[src/rtl/skd_pkg.sv]
// skd_pkg: shared types, constants and codes of the sorted key directory.
// Used by skd_ctrl, skd_dp and sorted_key_directory_with_lru.
`default_nettype none
package skd_pkg;

  localparam int CAPACITY = 256;
  localparam int IDX_W = $clog2(CAPACITY);
  localparam int CNT_W = $clog2(CAPACITY + 1);
  localparam logic [31:0] MIN_AGE_RESET = 32'd1000;

  localparam logic [2:0] MODE_ACCESS  = 3'd0;
  localparam logic [2:0] MODE_CREATE  = 3'd1;
  localparam logic [2:0] MODE_FREE    = 3'd2;
  localparam logic [2:0] MODE_BALANCE = 3'd3;
  localparam logic [2:0] MODE_FRAME   = 3'd4;

  typedef enum logic [3:0] {
    ST_HIT      = 4'd0,
    ST_INSERTED = 4'd1,
    ST_RELOADED = 4'd2,
    ST_MISMATCH = 4'd3,
    ST_CREATED  = 4'd4,
    ST_EXISTS   = 4'd5,
    ST_BAD_KIND = 4'd6,
    ST_FREED    = 4'd7,
    ST_ABSENT   = 4'd8,
    ST_EVICTED  = 4'd9,
    ST_MARKED   = 4'd10,
    ST_NONE     = 4'd11,
    ST_FULL     = 4'd12,
    ST_CLEARED  = 4'd13
  } code_t;

  typedef enum logic [1:0] {
    POS_ZERO,
    POS_LO,
    POS_SEL
  } pos_src_t;

  typedef enum logic [4:0] {
    DP_NONE,
    DP_LATCH,
    DP_SRCH_RD,
    DP_SRCH_UPD,
    DP_PROBE_RD,
    DP_PROBE_CAP,
    DP_UPDATE,
    DP_UP_INIT,
    DP_UP_RD,
    DP_UP_WR,
    DP_PUT,
    DP_DN_INIT_LO,
    DP_DN_INIT_SEL,
    DP_DN_RD,
    DP_DN_WR,
    DP_DN_END,
    DP_MARK_INIT,
    DP_MARK_RD,
    DP_MARK_WR,
    DP_SCAN_INIT,
    DP_SCAN_RD,
    DP_SCAN_CMP,
    DP_FINISH
  } dp_op_t;

  typedef enum logic [3:0] {
    S_IDLE,
    S_SRCH,
    S_SRCH_CMP,
    S_PROBE_CAP,
    S_DECIDE,
    S_UP_RD,
    S_UP_WR,
    S_DN_RD,
    S_DN_WR,
    S_MARK_RD,
    S_MARK_WR,
    S_SCAN_RD,
    S_SCAN_CMP,
    S_SEL,
    S_DONE
  } state_t;

  typedef struct packed {
    logic [31:0] key;
    logic        kind;
    logic        cach;
    logic        res;
    logic        mark;
    logic [31:0] last;
  } entry_t;

  localparam int ENT_W = $bits(entry_t);

  typedef struct packed {
    dp_op_t   op;
    logic     reload;
    logic     set_res;
    code_t    code;
    pos_src_t pos_src;
    logic     lc_inc;
    logic     rc_inc;
  } cmd_t;

  typedef struct packed {
    logic [2:0] mode;
    logic       kind;
    logic       ok;
    logic       srch_done;
    logic       found;
    logic       full;
    logic       kind_match;
    logic       cach;
    logic       up_done;
    logic       dn_done;
    logic       mark_done;
    logic       scan_done;
    logic       any;
    logic       sel_res;
    logic       out_free;
  } sts_t;

endpackage
`default_nettype wire

[src/rtl/skd_ctrl.sv]
// skd_ctrl: sequencer of the directory; drives datapath commands from status.
// Depends on skd_pkg.
`default_nettype none
module skd_ctrl (
  input  wire logic          clk,
  input  wire logic          rst,
  input  wire logic          in_valid,
  output logic               in_ready,
  input  wire skd_pkg::sts_t sts,
  output skd_pkg::cmd_t      cmd
);
  import skd_pkg::*;

  state_t state, state_next;

  always_ff @(posedge clk) begin
    if (rst) begin
      state <= S_IDLE;
    end else begin
      state <= state_next;
    end
  end

  always_comb begin
    state_next = state;
    unique case (state)
      S_IDLE:      if (in_valid) state_next = S_SRCH;
      S_SRCH:      state_next = sts.srch_done ? S_PROBE_CAP : S_SRCH_CMP;
      S_SRCH_CMP:  state_next = S_SRCH;
      S_PROBE_CAP: state_next = S_DECIDE;
      S_DECIDE: begin
        state_next = S_DONE;
        unique case (sts.mode)
          MODE_ACCESS:
            if (!sts.found && !sts.full) state_next = S_UP_RD;
          MODE_CREATE:
            if (sts.kind && !sts.found && !sts.full && sts.ok) state_next = S_UP_RD;
          MODE_FREE:
            if (sts.found) state_next = S_DN_RD;
          MODE_BALANCE: state_next = S_SCAN_RD;
          MODE_FRAME:   state_next = S_MARK_RD;
          default:      state_next = S_DONE;
        endcase
      end
      S_UP_RD:    state_next = sts.up_done ? S_DONE : S_UP_WR;
      S_UP_WR:    state_next = S_UP_RD;
      S_DN_RD:    state_next = sts.dn_done ? S_DONE : S_DN_WR;
      S_DN_WR:    state_next = S_DN_RD;
      S_MARK_RD:  state_next = sts.mark_done ? S_DONE : S_MARK_WR;
      S_MARK_WR:  state_next = S_MARK_RD;
      S_SCAN_RD:  state_next = sts.scan_done ? S_SEL : S_SCAN_CMP;
      S_SCAN_CMP: state_next = S_SCAN_RD;
      S_SEL:      state_next = (sts.any && !sts.sel_res) ? S_DN_RD : S_DONE;
      S_DONE:     if (sts.out_free) state_next = S_IDLE;
      default:    state_next = S_IDLE;
    endcase
  end

  always_comb begin
    cmd = '0;
    cmd.op = DP_NONE;
    cmd.code = ST_NONE;
    cmd.pos_src = POS_ZERO;
    in_ready = 1'b0;
    unique case (state)
      S_IDLE: begin
        in_ready = 1'b1;
        if (in_valid) cmd.op = DP_LATCH;
      end
      S_SRCH:      cmd.op = sts.srch_done ? DP_PROBE_RD : DP_SRCH_RD;
      S_SRCH_CMP:  cmd.op = DP_SRCH_UPD;
      S_PROBE_CAP: cmd.op = DP_PROBE_CAP;
      S_DECIDE: begin
        cmd.set_res = 1'b1;
        unique case (sts.mode)
          MODE_ACCESS: begin
            if (sts.found) begin
              cmd.pos_src = POS_LO;
              if (sts.kind_match) begin
                cmd.op = DP_UPDATE;
                cmd.code = ST_HIT;
              end else if (sts.cach && sts.ok) begin
                cmd.op = DP_UPDATE;
                cmd.reload = 1'b1;
                cmd.lc_inc = 1'b1;
                cmd.code = ST_RELOADED;
              end else begin
                cmd.code = ST_MISMATCH;
              end
            end else if (sts.full) begin
              cmd.code = ST_FULL;
            end else begin
              cmd.op = DP_UP_INIT;
              cmd.lc_inc = 1'b1;
              cmd.code = ST_INSERTED;
              cmd.pos_src = POS_LO;
            end
          end
          MODE_CREATE: begin
            if (!sts.kind) begin
              cmd.code = ST_BAD_KIND;
            end else if (sts.found) begin
              cmd.code = ST_EXISTS;
              cmd.pos_src = POS_LO;
            end else if (sts.full) begin
              cmd.code = ST_FULL;
            end else if (!sts.ok) begin
              cmd.code = ST_NONE;
            end else begin
              cmd.op = DP_UP_INIT;
              cmd.code = ST_CREATED;
              cmd.pos_src = POS_LO;
            end
          end
          MODE_FREE: begin
            if (sts.found) begin
              cmd.op = DP_DN_INIT_LO;
              cmd.code = ST_FREED;
              cmd.pos_src = POS_LO;
            end else begin
              cmd.code = ST_ABSENT;
            end
          end
          MODE_BALANCE: begin
            cmd.set_res = 1'b0;
            cmd.op = DP_SCAN_INIT;
          end
          MODE_FRAME: begin
            cmd.op = DP_MARK_INIT;
            cmd.code = ST_CLEARED;
          end
          default: cmd.code = ST_NONE;
        endcase
      end
      S_UP_RD:    cmd.op = sts.up_done ? DP_PUT : DP_UP_RD;
      S_UP_WR:    cmd.op = DP_UP_WR;
      S_DN_RD:    cmd.op = sts.dn_done ? DP_DN_END : DP_DN_RD;
      S_DN_WR:    cmd.op = DP_DN_WR;
      S_MARK_RD:  cmd.op = sts.mark_done ? DP_NONE : DP_MARK_RD;
      S_MARK_WR:  cmd.op = DP_MARK_WR;
      S_SCAN_RD:  cmd.op = sts.scan_done ? DP_NONE : DP_SCAN_RD;
      S_SCAN_CMP: cmd.op = DP_SCAN_CMP;
      S_SEL: begin
        cmd.set_res = 1'b1;
        if (sts.any) begin
          cmd.rc_inc = 1'b1;
          cmd.pos_src = POS_SEL;
          if (sts.sel_res) begin
            cmd.code = ST_MARKED;
          end else begin
            cmd.code = ST_EVICTED;
            cmd.op = DP_DN_INIT_SEL;
          end
        end else begin
          cmd.code = ST_NONE;
        end
      end
      S_DONE:  if (sts.out_free) cmd.op = DP_FINISH;
      default: cmd.op = DP_NONE;
    endcase
  end

endmodule
`default_nettype wire

[config.mk]
export PLATFORM = sky130hd
export DESIGN_NAME = skd_ctrl
export DESIGN_NICKNAME = d
export VERILOG_FILES = /design/src/rtl/skd_pkg.sv /design/src/rtl/skd_ctrl.sv
export SDC_FILE = /design/constraint.sdc
export NUM_CORES = 1
export LEC_CHECK = 0
export ABC_AREA = 1
export BUFFER_PORTS_ARGS = -buffer_cell sky130_fd_sc_hd__buf_2
export CAP_MARGIN = 40
export CORE_MARGIN = 4
export CORE_UTILIZATION = 48
export CTS_CLUSTER_DIAMETER = 200
export DETAILED_ROUTE_END_ITERATION = 12
export PLACE_DENSITY = 0.81
export SYNTH_ARGS = -nofsm -noshare
export SYNTH_HDL_FRONTEND = slang
export SYNTH_SLANG_ARGS = --single-unit
[constraint.sdc]
create_clock -name clk -period 1.4 [get_ports clk]
set_input_delay 0.28 -clock clk [delete_from_list [all_inputs] [get_ports clk]]
set_output_delay 0.28 -clock clk [all_outputs]
set_load 0.03 [all_outputs]
==> metrics, run 1 <==
post-synthesis mux area share 0%; half-perimeter wire length after detailed placement 2970 um; Post-CTS Setup Bufs 5; FF+latch count, synth 4; Clock Sinks 4; Net Count, Synth 210; # port buffers 35; placed instance area 0.00155 mm^2; H-tree levels 1; synth unique cells 23; gpl congestion 0.936; Mapped Cells 190; Error [ERROR DPL-0038] Utilization greater than 100%, impossible to legalize; Syn. warnings 0; sequential fraction of the synthesis area 8.84%; die width 51.4 um; Initial Util 51.3%; post-synthesis compound-gate area fraction 15.6%; Post-Syn Area 906 um^2; outcome aborted with a tool error; TritonCTS buffer count 3; I/O pin cnt 36; placed insts 295; Post-Synth Adder-Cell Area 0%; simple-gate share of the synthesized area 59.8%; Hold Buf Count CTS 0; largest family of logic cells by synthesized area simple AND/OR/NAND/NOR gates; Max Root-Sink Buffers 2; root buffer cell clkbuf_4; Syn Area/Cell 4.77 um^2; number of gates resized after CTS 68; Synth Area in XOR/XNOR 0%; die height 51.4 um; failing step clock tree synthesis (4_1_cts); row count 15
-- cells in the mapped netlist (all sizes together) --
cell type	count	area, um^2
dfxtp	4	80.1
nand4	3	18.8
a31oi	1	6.26
nand3	23	115
o21ai	16	80.1
nor2	33	139
buf	2	12.5
and3	1	6.26
o21bai	2	15.0
inv	34	130
nand2	56	218
o2111ai	1	8.76
nor3	8	45.0
o22ai	1	6.26
a21oi	5	25.0
-- cells by family after synthesis --
family,after synthesis
flip-flops,4
AND/OR/NAND/NOR,124
AO/OA/AOI/OAI,26
buffers and inverters,36
-- per-stage QoR --
stage                     worst slack (ns)  util (%)
after detailed placement            -0.320      87.6
after global placement              -0.274      87.6
after floorplan                    -0.0969         -
==> inputs of run 2 (changes only) <==
--- a/config.mk
+++ b/config.mk
@@ -8,11 +8,10 @@
 export ABC_AREA = 1
 export BUFFER_PORTS_ARGS = -buffer_cell sky130_fd_sc_hd__buf_2
 export CAP_MARGIN = 40
-export CORE_MARGIN = 4
-export CORE_UTILIZATION = 48
-export CTS_CLUSTER_DIAMETER = 200
+export CORE_AREA = 4 4 65 67
 export DETAILED_ROUTE_END_ITERATION = 12
-export PLACE_DENSITY = 0.81
+export DIE_AREA = 0 0 69 71
+export PLACE_DENSITY_LB_ADDON = 0.15
 export SYNTH_ARGS = -nofsm -noshare
 export SYNTH_HDL_FRONTEND = slang
 export SYNTH_SLANG_ARGS = --single-unit
==> run 2 against run 1 <==
Effect of this change: the flow now finishes, with violations (negative setup slack); area after synthesis unchanged; synthesized cell count unchanged.
==> metrics, run 2 <==
outcome finished, violations left; failing checks negative setup slack; I/O pin cnt 36 (unchanged); Post-synth EDFFs 0 (unchanged); Max-slew headroom 80.8%; synth unique cells 23 (unchanged); Pleak 0.00113 uW; area of the die 0.00490 mm^2; Logic pwr share 80.2%; Area contributors post-synth nand2_1, inv_1, nand3_1, nor2_1, dfxtp_1; commonest non-fill, non-tap cell in the layout buf_4; Max Cap Viol 0; final setup vio count 16; worst vdd ir 0.440 mV; critical path class reg2out; area grow syn2layout 121%; placed instance area 0.00158 mm^2 (+2.3%); pre-CTS WS -0.312 ns (+0.00804 ns); ANT cells 0; Max stage delay cell, worst path dfxtp_4; Largest register FFs 4; register share of total power 10.9%; Sum Neg Setup Slack -3.85 ns; drt via density 4.55; gpl congestion 0.826 (-12%); PD cells 1320 mW/mm^2; Critical Path Start Type flop; total gr overflow 0; Mapped Cells 190 (unchanged); crit-path cells nor2_4, nand2_4, nor3_2, nand4_1, nand2_1, inv_2, buf_6; largest area contributor in the netlist nand2_1; routed len/inst 11.6 um; main flop type after synthesis dfxtp_1; Setup crit end kind output port; top cells by count, synth nand2_1, inv_1, nor2_1; half-perimeter wire length after detailed placement 2950 um (-0.45%); Largest stage delay, worst path 0.36 ns; TritonCTS buffer count 3 (unchanged); sequential fraction of the synthesis area 8.84% (unchanged); Clock Sinks 4 (unchanged); RSZ-0062 raised after global routing true; worst path required time 1.12 ns; Initial Util 24.9% (-26 points); DRT Pass-1 Iters 4; TritonCTS clock tree yes; Clock Latency Late Sink 0.21 ns; crit-path leading delay family simple AND/OR/NAND/NOR gates; # port buffers 35 (unchanged); CP Buf/Inv Count 2; setup ws final -0.312 ns; post-synth top area share 22.8% (unchanged); clock-pin transition on the worst setup and hold timing paths 0.03 ns; Final min period 1.71 ns; Syn Area/Cell 4.77 um^2 (unchanged); row count 22 (+7); most frequent cell after synthesis nand2_1; 1st-iter DRT viols 78; largest net degree at the start of global routing 9; Post-Syn Area 906 um^2 (unchanged); Routed Antenna Nets 0; Post-Route WL 3870 um; layout cell share with drive strength beyond 1 56.1%; Max Root-Sink Buffers 2 (unchanged); die height 71 um (+38%); Net Count, Synth 210 (unchanged); Psw 1290 uW; initial antenna violation count 0; die width 69 um (+34%); Vias 1514; CP max FO 6; Critical Path AT 1.43 ns; Post-synth ARST share 0% (unchanged); Residual DRC 0; sw frac 48.6%; Core ar. 0.00363 mm^2; worst min path class in2reg; design area 0.00200 mm^2; FF+latch count, synth 4 (unchanged); vias in the first global route 1451; Total Nets Final 307; clock network power share 8.8%; first-pass GRT wire length 6350 um; final number of hold-violating endpoints 0; H-tree levels 1 (unchanged); maximum clock rate 584 MHz; Syn. warnings 0 (unchanged); period utilisation layout 122%; Fin Clk Skew 0.00153 ns; most frequent cells in the layout buf_4, nand2_1, inv_1; internal power 1370 uW; Slew Viols, Final 0; GRT Util Overall 15.2%; Largest regs state x4; Worst Tran Pin Value 0.288 ns; Biggest register state; root buffer cell clkbuf_8
run 2: path summary, 6_finish.rpt:
kind | start | endpoint | slack [ns] | cells past startpoint
max | state[0]$_SDFFE_PP0P_ | cmd[4] | -0.31 | 7
min | rst | state[2]$_SDFFE_PP0P_ | 0.24 | 2
max reg2reg | state[1]$_SDFFE_PP0P_ | state[2]$_SDFFE_PP0P_ | 0.05 | 10
min reg2reg | state[1]$_SDFFE_PP0P_ | state[0]$_SDFFE_PP0P_ | 0.73 | 4
run 2: power groups by stage:
stage / clock (uW) / combinational, uW / sequential (uW)
finish: 234 / 2130 / 291
global route: 252 / 2290 / 303
CTS: 241 / 1930 / 284
detailed placement: 0 / 1610 / 251
global placement: 0 / 1620 / 253
floorplan: 0 / 953 / 235
run 2: routing by layer:
layer / part of all wire (%) / up-vias / wire (um) / global-route usage (%)
met1: 44 / 671 / 1720 / 19.4
met5: 0 / - / 0 / 0
met4: 0.83 / 0 / 32 / 2.82
li1: - / 806 / - / -
met2: 51 / 33 / 1990 / 27.6
met3: 3.4 / 4 / 133 / 1.42
run 2: repair_timing:
action                     CTS  global route
resized for setup           67            27
setup buffers                3             9
setup endpoints to repair   16            20
pin swaps                   16            14
hold buffers                 0             0
run 2: cells by family after synthesis:
family | after synthesis | synth area share (%)
AO/OA/AOI/OAI | 26 | 15.6
AND/OR/NAND/NOR | 124 | 59.8
buffers and inverters | 36 | 15.7
flip-flops | 4 | 8.84
run 2: per-stage QoR:
| stage | utilization [%] | instances | hold WS [ns] | total power [uW] |
|---|---|---|---|---|
| after global placement | 43.5 | 319 | 0.453 | 1880 |
| after floorplan | - | 190 | 0.342 | 1190 |
| final | 55.2 | 333 | 0.235 | 2660 |
| after global routing | 55.2 | 333 | 0.248 | 2850 |
| after CTS | 51.4 | 325 | 0.231 | 2450 |
| after detailed placement | 43.5 | 319 | 0.456 | 1870 |
run 2: cell type report:
class                      instances  area (um^2)
tap                               48         60.1
multi-input combinational        150          930
timing repair buffer              94          746
fill                             364         1630
sequential                         4         95.1
inverter                          34          133
clock buffer                       3         41.3
Power figures use the tool's default switching activity.
